===== src/rtl/vector_store_with_norms_core_defines.svh =====
// ----------------------------------------------------------------------------
// Vector store with norms: assertion macros
// Shared concurrent assertion forms, sampled on clk, off while rst_n is low.
// ----------------------------------------------------------------------------
`ifndef VECTOR_STORE_WITH_NORMS_CORE_DEFINES_SVH
`define VECTOR_STORE_WITH_NORMS_CORE_DEFINES_SVH

// Consequent must hold in the same cycle as the antecedent.
`define VSN_ASSERT_SAME(lbl, ante, cons, msg) \
  lbl: assert property (@(posedge clk) disable iff (!rst_n) (ante) |-> (cons)) \
    else $error(msg);

// Consequent must hold in the cycle after the antecedent.
`define VSN_ASSERT_NEXT(lbl, ante, cons, msg) \
  lbl: assert property (@(posedge clk) disable iff (!rst_n) (ante) |=> (cons)) \
    else $error(msg);

`endif


===== src/rtl/vsn_pkg.sv =====
// ----------------------------------------------------------------------------
// Vector store with norms: package
// Widths, codes and inter-module structs.
// ----------------------------------------------------------------------------
package vsn_pkg;

  localparam int MAX_LENGTH = 16;

  localparam int DATA_W = 16;
  localparam int IDX_W  = 8;
  localparam int CFG_W  = 5;
  localparam int EUC_W  = 18;
  localparam int MAXA_W = 16;

  localparam int ADDR_W = (MAX_LENGTH > 1) ? $clog2(MAX_LENGTH) : 1;
  localparam int CNT_W  = $clog2(MAX_LENGTH + 1);

  // compare widths for mixed-width checks
  localparam int LCMP_W = (CNT_W > CFG_W) ? CNT_W : CFG_W;
  localparam int ICMP_W = (CNT_W > IDX_W) ? CNT_W : IDX_W;

  // squares and their sum
  localparam int SQ_W   = 2 * DATA_W - 1;
  localparam int SUM_W  = SQ_W + $clog2(MAX_LENGTH);
  localparam int ROOT_W = (SUM_W + 1) / 2;
  localparam int REM_W  = ROOT_W + 2;
  localparam int RCMP_W = (ROOT_W > EUC_W) ? ROOT_W : EUC_W;

  localparam logic [CFG_W-1:0] CFG_RESET = CFG_W'(16);
  localparam logic [EUC_W-1:0] EUC_MAX   = '1;

  localparam logic KIND_WRITE = 1'b0;
  localparam logic KIND_READ  = 1'b1;

  typedef struct packed {
    logic                     kind;
    logic [IDX_W-1:0]         idx;
    logic signed [DATA_W-1:0] value;
    logic                     ok;
    logic [CNT_W-1:0]         len;
  } vsn_start_t;

  typedef struct packed {
    logic [SUM_W-1:0]         sum;
    logic [MAXA_W-1:0]        max_abs;
    logic signed [DATA_W-1:0] rdata;
  } vsn_norm_t;

endpackage


===== src/rtl/vsn_if.sv =====
// ----------------------------------------------------------------------------
// Vector store with norms: stream interfaces
// Item and result channels, valid/ready handshake.
// ----------------------------------------------------------------------------
interface vsn_in_if;
  logic                             valid;
  logic                             ready;
  logic                             kind;
  logic [vsn_pkg::IDX_W-1:0]        index;
  logic signed [vsn_pkg::DATA_W-1:0] value;

  modport source (output valid, output kind, output index, output value, input ready);
  modport sink   (input valid, input kind, input index, input value, output ready);
endinterface

interface vsn_out_if;
  logic                              valid;
  logic                              ready;
  logic signed [vsn_pkg::DATA_W-1:0] read_data;
  logic                              index_ok;
  logic [vsn_pkg::EUC_W-1:0]         euclid_norm;
  logic [vsn_pkg::MAXA_W-1:0]        max_abs_norm;

  modport source (output valid, output read_data, output index_ok, output euclid_norm,
                  output max_abs_norm, input ready);
  modport sink   (input valid, input read_data, input index_ok, input euclid_norm,
                  input max_abs_norm, output ready);
endinterface


===== src/rtl/vsn_sqrt.sv =====
// ----------------------------------------------------------------------------
// Vector store with norms: serial square root
// Restoring square root, one radicand bit pair and one root bit per cycle.
// ----------------------------------------------------------------------------
module vsn_sqrt (
  input  logic                         clk,
  input  logic                         rst_n,
  input  logic                         start,
  input  logic [vsn_pkg::SUM_W-1:0]    radicand,
  output logic                         done,
  output logic [vsn_pkg::EUC_W-1:0]    root
);

  localparam int RAD_W  = 2 * vsn_pkg::ROOT_W;
  localparam int STEP_W = $clog2(vsn_pkg::ROOT_W + 1);

  logic [RAD_W-1:0]             rad_r, rad_nxt;
  logic [vsn_pkg::REM_W-1:0]    rem_r, rem_nxt;
  logic [vsn_pkg::ROOT_W-1:0]   root_r, root_nxt;
  logic [STEP_W-1:0]            step_r, step_nxt;
  logic                         busy_r, busy_nxt;
  logic                         done_r, done_nxt;

  logic [vsn_pkg::REM_W-1:0]    rem_sh;
  logic [vsn_pkg::REM_W-1:0]    trial;
  logic                         fits;

  // next partial remainder and trial subtrahend 4*root+1
  assign rem_sh = {rem_r[vsn_pkg::REM_W-3:0], rad_r[RAD_W-1 -: 2]};
  assign trial  = {root_r, 2'b01};
  assign fits   = (rem_sh >= trial);

  always_comb begin
    rad_nxt  = rad_r;
    rem_nxt  = rem_r;
    root_nxt = root_r;
    step_nxt = step_r;
    busy_nxt = busy_r;
    done_nxt = 1'b0;
    if (start) begin
      rad_nxt  = RAD_W'(radicand);
      rem_nxt  = '0;
      root_nxt = '0;
      step_nxt = '0;
      busy_nxt = 1'b1;
    end else if (busy_r) begin
      rad_nxt  = {rad_r[RAD_W-3:0], 2'b00};
      rem_nxt  = fits ? (rem_sh - trial) : rem_sh;
      root_nxt = {root_r[vsn_pkg::ROOT_W-2:0], fits};
      step_nxt = step_r + STEP_W'(1);
      if (step_r == STEP_W'(vsn_pkg::ROOT_W - 1)) begin
        busy_nxt = 1'b0;
        done_nxt = 1'b1;
      end
    end
  end

  always_ff @(posedge clk) begin
    if (!rst_n) begin
      busy_r <= 1'b0;
      done_r <= 1'b0;
      step_r <= '0;
      root_r <= '0;
    end else begin
      busy_r <= busy_nxt;
      done_r <= done_nxt;
      step_r <= step_nxt;
      root_r <= root_nxt;
    end
  end

  always_ff @(posedge clk) begin
    rad_r <= rad_nxt;
    rem_r <= rem_nxt;
  end

  assign done = done_r;
  // clamp to the result field
  assign root = (vsn_pkg::RCMP_W'(root_r) > vsn_pkg::RCMP_W'(vsn_pkg::EUC_MAX)) ?
                vsn_pkg::EUC_MAX : vsn_pkg::EUC_W'(root_r);

endmodule


===== src/rtl/vsn_norm.sv =====
// ----------------------------------------------------------------------------
// Vector store with norms: element store and norm walk
// Holds the elements, applies the write, then walks the live elements one per
// cycle for the sum of squares, the largest magnitude and the read data.
// ----------------------------------------------------------------------------
module vsn_norm (
  input  logic                 clk,
  input  logic                 rst_n,
  input  logic                 start,
  input  vsn_pkg::vsn_start_t  cmd,
  output logic                 done,
  output vsn_pkg::vsn_norm_t   res
);

  localparam int CNT_W = vsn_pkg::CNT_W;

  logic signed [vsn_pkg::DATA_W-1:0] store_r [vsn_pkg::MAX_LENGTH];

  logic [CNT_W-1:0]                  cnt_r;
  logic [CNT_W-1:0]                  len_r;
  logic                              busy_r;
  logic                              sq_vld_r;
  logic                              last_r;
  logic                              done_r;
  logic [vsn_pkg::SQ_W-1:0]          sq_r;
  logic [vsn_pkg::SUM_W-1:0]         sum_r;
  logic [vsn_pkg::MAXA_W-1:0]        max_r;
  logic signed [vsn_pkg::DATA_W-1:0] rdata_r;
  logic                              kind_r;
  logic                              ok_r;
  logic [vsn_pkg::IDX_W-1:0]         idx_r;

  logic signed [vsn_pkg::DATA_W-1:0] elem;
  logic [vsn_pkg::MAXA_W-1:0]        mag;
  logic [2*vsn_pkg::MAXA_W-1:0]      prod;
  logic                              hit;

  assign elem = store_r[cnt_r[vsn_pkg::ADDR_W-1:0]];
  assign mag  = elem[vsn_pkg::DATA_W-1] ? (~vsn_pkg::MAXA_W'(elem) + vsn_pkg::MAXA_W'(1))
                                         : vsn_pkg::MAXA_W'(elem);
  assign prod = mag * mag;
  assign hit  = ok_r && (kind_r == vsn_pkg::KIND_READ) &&
                (vsn_pkg::ICMP_W'(cnt_r) == vsn_pkg::ICMP_W'(idx_r));

  // element store, written only at item start
  always_ff @(posedge clk) begin
    if (!rst_n) begin
      for (int i = 0; i < vsn_pkg::MAX_LENGTH; i++) begin
        store_r[i] <= '0;
      end
    end else if (start && cmd.ok && (cmd.kind == vsn_pkg::KIND_WRITE)) begin
      store_r[cmd.idx[vsn_pkg::ADDR_W-1:0]] <= cmd.value;
    end
  end

  // walk control
  always_ff @(posedge clk) begin
    if (!rst_n) begin
      busy_r   <= 1'b0;
      sq_vld_r <= 1'b0;
      last_r   <= 1'b0;
      done_r   <= 1'b0;
      cnt_r    <= '0;
    end else begin
      done_r   <= 1'b0;
      sq_vld_r <= 1'b0;
      if (start) begin
        cnt_r  <= '0;
        busy_r <= (cmd.len != '0);
        done_r <= (cmd.len == '0);
      end else begin
        if (busy_r) begin
          cnt_r    <= cnt_r + CNT_W'(1);
          sq_vld_r <= 1'b1;
          last_r   <= ((cnt_r + CNT_W'(1)) == len_r);
          if ((cnt_r + CNT_W'(1)) == len_r) begin
            busy_r <= 1'b0;
          end
        end
        if (sq_vld_r && last_r) begin
          done_r <= 1'b1;
        end
      end
    end
  end

  // datapath: magnitude and square, then accumulate
  always_ff @(posedge clk) begin
    if (start) begin
      len_r   <= cmd.len;
      kind_r  <= cmd.kind;
      ok_r    <= cmd.ok;
      idx_r   <= cmd.idx;
      sum_r   <= '0;
      max_r   <= '0;
      rdata_r <= '0;
    end else begin
      if (busy_r) begin
        sq_r <= vsn_pkg::SQ_W'(prod);
        if (mag > max_r) begin
          max_r <= mag;
        end
        if (hit) begin
          rdata_r <= elem;
        end
      end
      if (sq_vld_r) begin
        sum_r <= sum_r + vsn_pkg::SUM_W'(sq_r);
      end
    end
  end

  assign done        = done_r;
  assign res.sum     = sum_r;
  assign res.max_abs = max_r;
  assign res.rdata   = rdata_r;

endmodule


===== src/rtl/vector_store_with_norms_core.sv =====
// ----------------------------------------------------------------------------
// Vector store with norms: top level
// Element store with per-item Euclidean and maximum norms.
// ----------------------------------------------------------------------------
// Usage:
//   in_ch  : items {kind, index, value}; kind 0 writes value at index, kind 1
//            reads index. Indexes at or above the length are ignored.
//   out_ch : one result per item {read_data, index_ok, euclid_norm,
//            max_abs_norm}; norms cover elements 0..L-1 after the write.
//   cfg_we/cfg_wdata : vector length, taken on any edge with cfg_we high;
//            write it only while no item is in flight. L = min(length, 16).
//   Path : each item's elements go one per cycle through the norm walk
//            (one 16x16 square per cycle), then the restoring square root
//            retires one root bit per cycle.
//   Flow : one item in flight at a time; in_ch.ready is high only between
//            items, so a new item is taken once the previous result sits in
//            the output register, even while it waits.
//   Stall : a finished root waits in place until the output register frees.
//   Reset : elements clear to zero, length returns to 16, channels empty.
// ----------------------------------------------------------------------------
`include "vector_store_with_norms_core_defines.svh"

module vector_store_with_norms_core (
  input  logic                      clk,
  input  logic                      rst_n,
  vsn_in_if.sink                    in_ch,
  vsn_out_if.source                 out_ch,
  input  logic                      cfg_we,
  input  logic [vsn_pkg::CFG_W-1:0] cfg_wdata
);

  typedef enum logic [3:0] {
    ST_IDLE = 4'b0001,
    ST_WALK = 4'b0010,
    ST_ROOT = 4'b0100,
    ST_HOLD = 4'b1000
  } vsn_state_t;

  vsn_state_t state_r, state_nxt;

  logic [vsn_pkg::CFG_W-1:0]          len_cfg_r;
  logic [vsn_pkg::CNT_W-1:0]          eff_len;

  logic                               accept;
  logic                               ok;
  vsn_pkg::vsn_start_t                cmd;
  logic                               norm_done;
  vsn_pkg::vsn_norm_t                 norm_res;
  logic                               root_done;
  logic [vsn_pkg::EUC_W-1:0]          root;

  // results held from transfer (index flag) or walk end until output load
  logic signed [vsn_pkg::DATA_W-1:0]  rdata_r;
  logic                               ok_r;
  logic [vsn_pkg::MAXA_W-1:0]         max_r;

  // output register
  logic                               out_valid_r;
  logic signed [vsn_pkg::DATA_W-1:0]  out_rdata_r;
  logic                               out_ok_r;
  logic [vsn_pkg::EUC_W-1:0]          out_euc_r;
  logic [vsn_pkg::MAXA_W-1:0]         out_max_r;

  logic                               out_free;
  logic                               load;

  // length register
  always_ff @(posedge clk) begin
    if (!rst_n) begin
      len_cfg_r <= vsn_pkg::CFG_RESET;
    end else if (cfg_we) begin
      len_cfg_r <= cfg_wdata;
    end
  end

  // saturate length to the store depth
  assign eff_len = (vsn_pkg::LCMP_W'(len_cfg_r) > vsn_pkg::LCMP_W'(vsn_pkg::MAX_LENGTH)) ?
                   vsn_pkg::CNT_W'(vsn_pkg::MAX_LENGTH) : vsn_pkg::CNT_W'(len_cfg_r);

  assign in_ch.ready = (state_r == ST_IDLE);
  assign accept      = in_ch.valid && in_ch.ready;
  assign ok          = (vsn_pkg::ICMP_W'(in_ch.index) < vsn_pkg::ICMP_W'(eff_len));

  assign cmd.kind  = in_ch.kind;
  assign cmd.idx   = in_ch.index;
  assign cmd.value = in_ch.value;
  assign cmd.ok    = ok;
  assign cmd.len   = eff_len;

  vsn_norm u_norm (
    .clk   (clk),
    .rst_n (rst_n),
    .start (accept),
    .cmd   (cmd),
    .done  (norm_done),
    .res   (norm_res)
  );

  vsn_sqrt u_sqrt (
    .clk      (clk),
    .rst_n    (rst_n),
    .start    (norm_done),
    .radicand (norm_res.sum),
    .done     (root_done),
    .root     (root)
  );

  assign out_free = !out_valid_r || out_ch.ready;
  assign load     = ((state_r == ST_ROOT) && root_done && out_free) ||
                    ((state_r == ST_HOLD) && out_free);

  always_comb begin
    state_nxt = state_r;
    case (state_r)
      ST_IDLE: if (accept)    state_nxt = ST_WALK;
      ST_WALK: if (norm_done) state_nxt = ST_ROOT;
      ST_ROOT: begin
        if (root_done) begin
          state_nxt = out_free ? ST_IDLE : ST_HOLD;
        end
      end
      ST_HOLD: if (out_free)  state_nxt = ST_IDLE;
      default: state_nxt = ST_IDLE;
    endcase
  end

  always_ff @(posedge clk) begin
    if (!rst_n) begin
      state_r     <= ST_IDLE;
      out_valid_r <= 1'b0;
    end else begin
      state_r <= state_nxt;
      if (load) begin
        out_valid_r <= 1'b1;
      end else if (out_ch.ready) begin
        out_valid_r <= 1'b0;
      end
    end
  end

  always_ff @(posedge clk) begin
    if (accept) begin
      ok_r <= ok;
    end
    if (norm_done) begin
      rdata_r <= norm_res.rdata;
      max_r   <= norm_res.max_abs;
    end
    if (load) begin
      out_rdata_r <= rdata_r;
      out_ok_r    <= ok_r;
      out_euc_r   <= root;
      out_max_r   <= max_r;
    end
  end

  assign out_ch.valid        = out_valid_r;
  assign out_ch.read_data    = out_rdata_r;
  assign out_ch.index_ok     = out_ok_r;
  assign out_ch.euclid_norm  = out_euc_r;
  assign out_ch.max_abs_norm = out_max_r;

  `VSN_ASSERT_SAME(a_walk_done_in_walk, norm_done, state_r == ST_WALK, "walk done outside walk")
  `VSN_ASSERT_SAME(a_root_done_in_root, root_done, state_r == ST_ROOT, "root done outside root")
  `VSN_ASSERT_NEXT(a_accept_starts_walk, accept, state_r == ST_WALK, "transfer did not start walk")
  `VSN_ASSERT_SAME(a_bad_index_no_data, out_ch.valid && !out_ch.index_ok,
                   out_ch.read_data == '0, "read data on bad index")
  `VSN_ASSERT_SAME(a_max_in_range, out_ch.valid, out_ch.max_abs_norm <= 16'h8000,
                   "max norm out of range")

endmodule


===== src/flat_wrapper.sv =====
// flat-port wrapper written by rule: the top's interface ports become plain ports
module vector_store_with_norms_core_flat 
  (clk, rst_n, cfg_we, cfg_wdata, in_ch_valid, in_ch_kind, in_ch_index, in_ch_value, in_ch_ready, out_ch_valid, out_ch_read_data, out_ch_index_ok, out_ch_euclid_norm, out_ch_max_abs_norm, out_ch_ready);
  vsn_in_if in_ch_i ();
  vsn_out_if out_ch_i ();
  input  logic clk;
  input  logic rst_n;
  input  logic cfg_we;
  input  logic [vsn_pkg::CFG_W-1:0] cfg_wdata;
  input wire logic [$bits(in_ch_i.valid)-1:0] in_ch_valid;
  input wire logic [$bits(in_ch_i.kind)-1:0] in_ch_kind;
  input wire logic [$bits(in_ch_i.index)-1:0] in_ch_index;
  input wire logic [$bits(in_ch_i.value)-1:0] in_ch_value;
  output wire logic [$bits(in_ch_i.ready)-1:0] in_ch_ready;
  output wire logic [$bits(out_ch_i.valid)-1:0] out_ch_valid;
  output wire logic [$bits(out_ch_i.read_data)-1:0] out_ch_read_data;
  output wire logic [$bits(out_ch_i.index_ok)-1:0] out_ch_index_ok;
  output wire logic [$bits(out_ch_i.euclid_norm)-1:0] out_ch_euclid_norm;
  output wire logic [$bits(out_ch_i.max_abs_norm)-1:0] out_ch_max_abs_norm;
  input wire logic [$bits(out_ch_i.ready)-1:0] out_ch_ready;
  assign in_ch_i.valid = in_ch_valid;
  assign in_ch_i.kind = in_ch_kind;
  assign in_ch_i.index = in_ch_index;
  assign in_ch_i.value = in_ch_value;
  assign in_ch_ready = in_ch_i.ready;
  assign out_ch_valid = out_ch_i.valid;
  assign out_ch_read_data = out_ch_i.read_data;
  assign out_ch_index_ok = out_ch_i.index_ok;
  assign out_ch_euclid_norm = out_ch_i.euclid_norm;
  assign out_ch_max_abs_norm = out_ch_i.max_abs_norm;
  assign out_ch_i.ready = out_ch_ready;
  vector_store_with_norms_core u_core (.clk(clk), .rst_n(rst_n), .in_ch(in_ch_i), .out_ch(out_ch_i), .cfg_we(cfg_we), .cfg_wdata(cfg_wdata));
endmodule

===== config.mk =====
export PLATFORM = sky130hd
export DESIGN_NAME = vector_store_with_norms_core_flat
export DESIGN_NICKNAME = d
export VERILOG_FILES = /design/src/rtl/vsn_pkg.sv /design/src/rtl/vsn_if.sv /design/src/rtl/vsn_sqrt.sv /design/src/rtl/vsn_norm.sv /design/src/rtl/vector_store_with_norms_core.sv /design/src/flat_wrapper.sv
export VERILOG_INCLUDE_DIRS = /design/src /design/src/rtl
export SDC_FILE = /design/constraint.sdc
export NUM_CORES = 1
export LEC_CHECK = 0
export BUFFER_PORTS_ARGS = -buffer_cell sky130_fd_sc_hd__buf_2
export CORE_ASPECT_RATIO = 0.8
export CORE_MARGIN = 5
export CORE_UTILIZATION = 31
export DETAILED_ROUTE_END_ITERATION = 6
export PLACE_DENSITY = 0.47
export RECOVER_POWER = 50
export SETUP_SLACK_MARGIN = 0.2
export SLEW_MARGIN = 25
export SYNTH_ARGS = -nofsm -noshare
export SYNTH_HDL_FRONTEND = slang
export SYNTH_SLANG_ARGS = --single-unit
export TNS_END_PERCENT = 10

===== constraint.sdc =====
create_clock -name clk -period 9.5 [get_ports clk]
set_clock_uncertainty 0.2 [all_clocks]
set_input_delay 1.425 -clock clk [delete_from_list [all_inputs] [get_ports clk]]
set_output_delay 1.425 -clock clk [all_outputs]
set_load 0.02 [all_outputs]

==> results.tsv, run 1 <==
metric	value	unit
number_of_synthesized_flops_with_an_enable_pin	419	
worst_path_dominant_cell_family	adder cells	
async_flop_share	0	%
clkSinkCount	553	
peak_clock_frequency_supported_by_timing	112	MHz
grt_overflow	0	
regToRegSetupSlack	0.59	ns
grt_first_pass_wirelength	129	mm
htree_levels	2	
cp.required	9.67	ns
route.vias.total	20500	
timing_max_transition_violations_final	344	
core-area	0.103	mm²
crit_type	flop to flop	
finalNetCount	3232	
worstMarginPinSlew	3.68	ns
detailed_place_hpwl	59.3	mm
final_period_minus_worst_setup_slack	8.91	ns
drt-initial-drc-count	1390	
detail_route.wirelength	82.9	mm
failed_checks	capacitance limit, slew limit	
maxSlewHeadroom	-145	%
remaining_drc_errors	0	
setup.worst_path.end	u_core.u_norm.sq_r[25]$_DFFE_PP_	
drt-pass1-iter-count	6	
cp_data_arrival_time	9.09	ns
ys_types	78	
number_of_global_route_vias_before_repair	21350	
postSynth.topFlopCell	edfxtp_1	
start_util	31.4	%
cts.clk_slew.worst_paths	0.06	ns
gp_weighted_congestion	0.841	
worst-path-stages	30	
floorplan.die.width	371	µm
max-clock-path-buffers	3	
fp-row-count	105	
buffer_ports.inserted	87	
r2r-end	u_core.u_norm.sq_r[25]$_DFFE_PP_	
drive_above_1_share	12.5	%
critical_path.most_common_cell	fa_1	
yosys_warnings	0	
worstSetupEndpointType	flop	
timing.reg2reg.worst_path_depth	30	
crit_slowest_cell	fa_1	
synthCells	2742	
worst_hold_slack	0.218	ns
number_of_antenna_violations_at_the_first_check_in_global_routing	5	
grt_setup_unrepaired	true	
tritoncts	built	
crit_fanout	8	
syn-cell-area	0.0323	mm²
run_status	complete, but fails checks	
synth_seq_cells	553	
critical_path_launch_point_type	flop	
design.die.area	0.111	mm²
drt-vias-per-instance	4.76	
synth.yosys.seq_area_share	47.3	%
worst-path-buf-inv	7	
cts_inserted_buffers	60	
final-hold-violation-count	0	
setup_viol	0	
io-pin-count	88	
clk-insertion-delay-late	0.68	ns
drt-wirelength-per-cell	19.2	µm
clock_tree.root_cell	clkbuf_16	
drv_cap	9	
antenna_violating_nets_post_route	0	
synthesis.area_per_instance	11.8	µm²
final.setup.tns	0	ns
area_growth	13.9	%
holdBufCountCts	0	
min_path_type	flop to flop	
cpPeakStageDelay	0.54	ns
global_route.usage.total	15.0	%
die_h	299	µm
period_share	93.8	%
grt_max_degree	57	
==> cell families (layout without fill, tap and decap cells) <==
| group | count (synthesis) | count (layout) | share of synthesized area (%) |
|---|---|---|---|
| other | 2 | 12 | 0.0233 |
| flip-flops | 553 | 553 | 47.3 |
| AND/OR/NAND/NOR | 798 | 798 | 12.8 |
| AO/OA/AOI/OAI | 343 | 343 | 6.85 |
| XOR/XNOR | 108 | 108 | 3.05 |
| buffers and inverters | 426 | 592 | 5.18 |
| adder cells (fa/ha/maj) | 332 | 332 | 16.7 |
| multiplexers | 180 | 180 | 8.16 |
==> worst min path at each step <==
stage,cells past startpoint,slack (ns),startpoint,end
after floorplan,0,0.20,u_core.max_r[0]$_DFFE_PP_,u_core.out_ch.max_abs_norm[0]$_DFFE_PP_
after global placement,0,0.21,u_core.rdata_r[15]$_DFFE_PP_,u_core.out_ch.read_data[15]$_DFFE_PP_
after detailed placement,0,0.20,u_core.max_r[15]$_DFFE_PP_,u_core.out_ch.max_abs_norm[15]$_DFFE_PP_
final,0,0.22,u_core.max_r[15]$_DFFE_PP_,u_core.out_ch.max_abs_norm[15]$_DFFE_PP_
after global routing,0,0.23,u_core.max_r[0]$_DFFE_PP_,u_core.out_ch.max_abs_norm[0]$_DFFE_PP_
after CTS,0,0.22,u_core.max_r[15]$_DFFE_PP_,u_core.out_ch.max_abs_norm[15]$_DFFE_PP_
==> what timing repair did <==
action / in CTS / in global routing
setup endpoints to repair: 1 / 11
endpoints found under the hold margin: 0 / 0
pin swaps: 1 / 2
resized for setup: 3 / 19
setup buffers: 3 / 15
==> cell usage after synthesis, types with 10 or more instances <==
library cell,count,area [µm²]
nand2b_1,23,144
and2_1,262,1640
ha_1,168,2100
mux4_2,63,1420
nand4_1,15,93.8
xnor2_1,66,578
nand2_1,157,589
a211oi_1,30,225
inv_1,281,1050
a21o_1,53,398
fa_1,164,3280
clkbuf_1,112,420
a22oi_1,15,113
and3_1,13,81.3
nor2b_1,23,144
mux2i_1,80,801
nor3_1,20,100
o21ai_0,68,340
xor2_1,37,324
nor2_1,208,781
nand3b_1,10,75.1
a21oi_1,93,465
nand3_1,26,130
mux2_2,37,417
edfxtp_1,419,12600
o21bai_1,12,90.1
dfxtp_1,134,2680
==> layout make-up <==
cell class              count  area [µm²]
inverters                 287        1080
well taps                1391        1740
multi-input cells        1772       15500
clock inverters            36         408
repair buffers            191        1130
clock buffers              78        1650
fillers                 10179       66200
flip-flops and latches    553       15300
diodes                      1        2.50
==> state kept, by name, indices dropped and copies added, names as in the netlist, 8 cells and up, named ones only <==
| name | count |
|---|---|
| u_core.max_r | 16 |
| u_core.out_ch.read_data | 16 |
| u_core.u_sqrt.root_r | 18 |
| u_core.rdata_r | 16 |
| u_core.u_norm.sum_r | 35 |
| u_core.u_sqrt.rem_r | 18 |
| u_core.u_norm.store_r | 256 |
| u_core.out_ch.euclid_norm | 18 |
| u_core.out_ch.max_abs_norm | 16 |
| u_core.u_norm.max_r | 16 |
| u_core.u_norm.rdata_r | 16 |
| u_core.u_norm.idx_r | 8 |
| u_core.u_norm.sq_r | 30 |
| u_core.u_sqrt.rad_r | 36 |
==> per-layer routing <==
metal,global-route usage [%],up-vias,wire length (µm)
li1,-,9688,-
met1,22.8,10181,41100
met2,22.4,542,35000
met3,2.75,89,5230
met4,3.13,0,1600
met5,0,-,0
==> placed cells by master, fill, tap and decap left out, drive strengths merged, types with 67 or more instances in the layout <==
| master | n |
|---|---|
| ha | 168 |
| inv | 285 |
| a21oi | 93 |
| xnor2 | 67 |
| edfxtp | 419 |
| nor2 | 208 |
| mux2i | 80 |
| clkbuf | 156 |
| nand2 | 157 |
| buf | 113 |
| o21ai | 71 |
| fa | 164 |
| and2 | 263 |
| dfxtp | 134 |
==> metrics by stage <==
step                      std cells  instance area (µm²)  worst slack [ns]  utilization (%)
after CTS                      4293                36700             0.221             35.7
after floorplan                2751                32300             0.997                -
after global routing           4308                36800             0.154             35.7
after global placement         4176                34600             0.193             33.6
after detailed placement       4176                34600             0.130             33.6
final                          4309                36800             0.589             35.7
Power of run 1 is not shown: default switching activity piles up to over one toggle a cycle in this logic, so the estimate is an artifact.
==> inputs of run 2 (changes only) <==
ABC_AREA = 1   (was default)
==> results.tsv, run 2 <==
metric	value	unit
htree_levels	2	
synth.yosys.seq_area_share	46.0	%
detailed_place_hpwl	63.3	mm
clock_tree.root_cell	clkbuf_16	
r2r-end	u_core.u_norm.sq_r[27]$_DFFE_PP_	
number_of_global_route_vias_before_repair	23878	
drt-initial-drc-count	2143	
synth_seq_cells	553	
detail_route.wirelength	91.0	mm
setup.worst_path.end	u_core.u_norm.sq_r[27]$_DFFE_PP_	
cts_inserted_buffers	60	
drv_cap	8	
met1_usage	25.7	%
synthCells	3616	
floorplan.die.width	376	µm
period_share	92.0	%
synthesis.area_per_instance	9.18	µm²
drt-pass1-iter-count	5	
critical_path_launch_point_type	flop	
clk-insertion-delay-late	0.64	ns
grt_first_pass_wirelength	143	mm
mostFrequentLayoutCell	nand2_1	
ys_types	60	
design.die.area	0.114	mm²
global_route.usage.total	16.1	%
drt-vias-per-instance	4.70	
crit_slowest_cell	fa_1	
crit_fanout	40	
register_name_with_the_most_flops	u_core.u_norm.store_r	
largestRegisters	u_core.u_norm.store_r: 256 flops, u_core.u_sqrt.rad_r: 36 flops, u_core.u_norm.sum_r: 35 flops	
async_flop_share	0	%
yosysMostFrequentCell	nand2_1	
cpPeakStageDelay	0.55	ns
highest_count_cells_in_the_layout_ignoring_fill_and_taps	nand2_1 (623), inv_1 (545), nor2_1 (520), edfxtp_1 (419), nand3_1 (182)	
start_util	31.2	%
antenna_violating_nets_post_route	0	
cp_data_arrival_time	8.92	ns
worstMarginPinSlew	2.80	ns
number_of_antenna_violations_at_the_first_check_in_global_routing	5	
final-hold-violation-count	0	
min_path_type	flop to flop	
synth_top_cells_by_count	nand2_1 (617), inv_1 (544), nor2_1 (520)	
worst_hold_slack	0.213	ns
max-clock-path-buffers	3	
synth_top_cell_area_share	37.9	%
fin_util	34.5	%
grt_overflow	0	
run_status	complete, but fails checks	
clkSinkCount	553	
grt_max_degree	103	
setup_viol	0	
route.vias.total	24086	
finalNetCount	4026	
fp-row-count	107	
gp_weighted_congestion	0.837	
use_met3	2.28	%
syn-cell-area	0.0332	mm²
most_area_hungry_cell_type_in_the_yosys_netlist	edfxtp_1	
worstSetupEndpointType	flop	
maxSlewHeadroom	-86.9	%
remaining_drc_errors	0	
yosys_warnings	0	
postCtsSetupRepairBufs	0	
holdBufCountCts	0	
final.setup.tns	0	ns
largest_register_ffs	256	
drt-wirelength-per-cell	17.7	µm
final_period_minus_worst_setup_slack	8.74	ns
number_of_synthesized_flops_with_an_enable_pin	419	
buffer_ports.inserted	87	
area_growth	10.6	%
drive_above_1_share	6.68	%
failed_checks	capacitance limit, slew limit	
globalRoute.busiestLayer	met1	
peak_clock_frequency_supported_by_timing	114	MHz
io-pin-count	88	
tritoncts	built	
regToRegSetupSlack	0.76	ns
timing.reg2reg.worst_path_depth	35	
cp.required	9.68	ns
postCtsResizedCells	0	
cts.clk_slew.worst_paths	0.06	ns
grt_use_met2	23.1	%
timing_max_transition_violations_final	291	
postSynth.topFlopCell	edfxtp_1	
synth_area_leaders	edfxtp_1 (38%), fa_1 (9.9%), dfxtp_1 (8.1%), nand2_1 (7.0%), ha_1 (6.3%)	
core-area	0.106	mm²
crit_type	flop to flop	
grt_setup_unrepaired	false	
die_h	303	µm
fillers	11017	
==> run 2: through the flow <==
step / setup slack [ns] / area, µm² / cells
floorplan: 1.84 / 33200 / 3625
global placement: 0.689 / 34900 / 5014
detailed placement: 0.766 / 34900 / 5014
CTS: 0.757 / 36900 / 5128
global route: 0.281 / 36700 / 5130
finish: 0.762 / 36700 / 5130
==> run 2: per-layer routing <==
metal / part of all wire (%) / vias to the layer above / wire length (µm)
li1: - / 11805 / -
met1: 53 / 11547 / 47900
met2: 40 / 635 / 36300
met3: 5.9 / 95 / 5410
met4: 1.5 / 4 / 1340
met5: 0.030 / - / 27
==> run 2: cell families (layout without fill, tap and decap cells) <==
| group | count (synthesis) | in the layout | share of synthesized area, % |
|---|---|---|---|
| xor gates and xnor gates | 67 | 67 | 1.85 |
| adders and majority gates | 332 | 332 | 16.2 |
| buffers and inverters | 735 | 821 | 9.20 |
| other | 2 | 13 | 0.0226 |
| DFF | 553 | 553 | 46.0 |
| AOI/OAI and AO/OA | 502 | 502 | 8.60 |
| and+or+nand+nor | 1425 | 1425 | 18.1 |
==> run 2: layout make-up <==
cell class / instances / area, µm² / share of cell area [%]
flip-flops and latches: 553 / 15300 / 41.6
multi-input cells: 2337 / 14800 / 40.3
inverters: 580 / 2180 / 5.95
well taps: 1417 / 1770 / 4.83
clock buffers: 84 / 1720 / 4.69
repair buffers: 127 / 639 / 1.74
clock inverters: 30 / 308 / 0.838
diodes: 2 / 5.00 / 0.0136
==> run 2: worst min path at each step <==
stage	from	slack (ns)	depth (start not counted)	end
after floorplan	u_core.max_r[0]$_DFFE_PP_	0.20	0	u_core.out_ch.max_abs_norm[0]$_DFFE_PP_
after global placement	u_core.rdata_r[15]$_DFFE_PP_	0.20	0	u_core.out_ch.read_data[15]$_DFFE_PP_
after detailed placement	u_core.max_r[15]$_DFFE_PP_	0.20	0	u_core.out_ch.max_abs_norm[15]$_DFFE_PP_
after CTS	u_core.rdata_r[15]$_DFFE_PP_	0.20	0	u_core.out_ch.read_data[15]$_DFFE_PP_
after global routing	u_core.rdata_r[15]$_DFFE_PP_	0.21	0	u_core.out_ch.read_data[15]$_DFFE_PP_
final	u_core.rdata_r[15]$_DFFE_PP_	0.21	0	u_core.out_ch.read_data[15]$_DFFE_PP_
==> run 2: critical path, delay by kind of cell (launching register included) <==
family | cells | cell delay [ns]
flip-flops | 1 | 0.37
AND/OR/NAND/NOR | 17 | 2.54
AO/OA/AOI/OAI | 1 | 0.11
buffers and inverters | 9 | 1.52
XOR/XNOR | 1 | 0.15
adder cells (fa/ha/maj) | 7 | 3.55
Power of run 2 is left out for the same reason.
==> inputs of run 3 (changes only) <==
CTS_BUF_LIST = sky130_fd_sc_hd__clkbuf_8   (was default)
==> results.tsv, run 3 (same netlist as run 2, synthesis figures left out) <==
metric	value	unit
htree_levels	3	
largestRegisters	u_core.u_norm.store_r: 256 flops, u_core.u_sqrt.rad_r: 36 flops, u_core.u_norm.sum_r: 35 flops	
drt-vias-per-instance	4.69	
fp-row-count	107	
drt-initial-drc-count	2027	
worstSetupEndpointType	flop	
antenna_violating_nets_post_route	0	
largest_register_ffs	256	
worstMarginPinSlew	2.82	ns
final-hold-violation-count	0	
drv_cap	8	
worst-path-buf-inv	9	
cts_inserted_buffers	94	
wl_met1	48.0	mm
final_period_minus_worst_setup_slack	8.71	ns
buffer_ports.inserted	87	
period_share	91.7	%
worst_path_dominant_cell_family	adder cells	
hold-path-cell-count	0	
remaining_drc_errors	0	
run_status	complete, but fails checks	
start_util	31.2	%
floorplan.die.width	376	µm
route.vias.total	24366	
worst-path-stages	35	
grt_max_degree	103	
area_growth	10.4	%
gp_weighted_congestion	0.837	
crit_type	flop to flop	
cpPeakStageDelay	0.55	ns
core-area	0.106	mm²
max-clock-path-buffers	3	
met2RoutedLength	36.4	mm
clkSinkCount	553	
design.die.area	0.114	mm²
register_name_with_the_most_flops	u_core.u_norm.store_r	
clock_tree.root_cell	clkbuf_8	
cts.clk_slew.worst_paths	0.06	ns
grt_setup_unrepaired	false	
timing.reg2reg.worst_path_depth	35	
drive_above_1_share	7.53	%
postCtsSetupRepairBufs	0	
grt_first_pass_wirelength	144	mm
hold_path.startpoint	u_core.rdata_r[15]$_DFFE_PP_	
drt-wirelength-per-cell	17.7	µm
number_of_global_route_vias_before_repair	24184	
failed_checks	capacitance limit, slew limit	
detail_route.wirelength	91.7	mm
global_route.usage.total	16.2	%
postCtsResizedCells	0	
grt_overflow	0	
die_h	303	µm
critical_path_launch_point_type	flop	
drt-pass1-iter-count	6	
min_path_type	flop to flop	
detailroute.wirelength.met3	5.73	mm
cp.required	9.76	ns
clk-insertion-delay-late	0.74	ns
tritoncts	built	
finalNetCount	4060	
final.setup.tns	0	ns
setup_viol	0	
peak_clock_frequency_supported_by_timing	115	MHz
holdBufCountCts	0	
crit_fanout	40	
top_signal_layer_used	met5	
crit_slowest_cell	fa_1	
number_of_antenna_violations_at_the_first_check_in_global_routing	7	
cp_data_arrival_time	8.97	ns
highest_count_cells_in_the_layout_ignoring_fill_and_taps	nand2_1 (624), inv_1 (567), nor2_1 (520), edfxtp_1 (419), nand3_1 (182)	
maxSlewHeadroom	-88.2	%
detailed_place_hpwl	63.3	mm
io-pin-count	88	
mostFrequentLayoutCell	nand2_1	
timing_max_transition_violations_final	291	
run 3: worst register-to-register path, delay by kind of cell, from the launching register on:
kind	cells	cell delay (ns)
buffers and inverters	9	1.55
XOR/XNOR	1	0.15
AO/OA/AOI/OAI	1	0.11
flip-flops	1	0.36
adder cells (fa/ha/maj)	7	3.55
AND/OR/NAND/NOR	17	2.52
run 3: path summary, 6_finish.rpt:
| check | end | slack, ns |
|---|---|---|
| max reg2reg | u_core.u_norm.sq_r[27]$_DFFE_PP_ | 0.79 |
| min | u_core.out_ch.read_data[15]$_DFFE_PP_ | 0.21 |
| min reg2reg | u_core.out_ch.read_data[15]$_DFFE_PP_ | 0.21 |
| max | u_core.u_norm.sq_r[27]$_DFFE_PP_ | 0.79 |
run 3: through the flow:
| stage | util, % | hold slack [ns] | cells | area [µm²] | setup WS (ns) |
|---|---|---|---|---|---|
| floorplan | - | 0.200 | 3625 | 33200 | 1.84 |
| global placement | 32.8 | 0.205 | 5014 | 34900 | 0.689 |
| detailed placement | 32.8 | 0.205 | 5014 | 34900 | 0.766 |
| CTS | 34.6 | 0.210 | 5190 | 36800 | 0.753 |
| global route | 34.4 | 0.223 | 5194 | 36600 | 0.295 |
| finish | 34.4 | 0.215 | 5194 | 36600 | 0.793 |
run 3: cell type report:
| cell class | instances | area (µm²) |
|---|---|---|
| antenna | 4 | 10.0 |
| sequential | 553 | 15300 |
| clock inverter | 61 | 350 |
| fill | 11024 | 69800 |
| multi-input combinational | 2337 | 14800 |
| tap | 1417 | 1770 |
| timing repair buffer | 127 | 639 |
| clock buffer | 115 | 1580 |
| inverter | 580 | 2180 |
run 3: per-layer routing:
layer	vias to the layer above	track usage [%]
li1	11889	-
met3	118	2.78
met5	-	0
met1	11655	25.7
met4	4	3.83
met2	700	22.9
Power of run 3 is left out for the same reason.
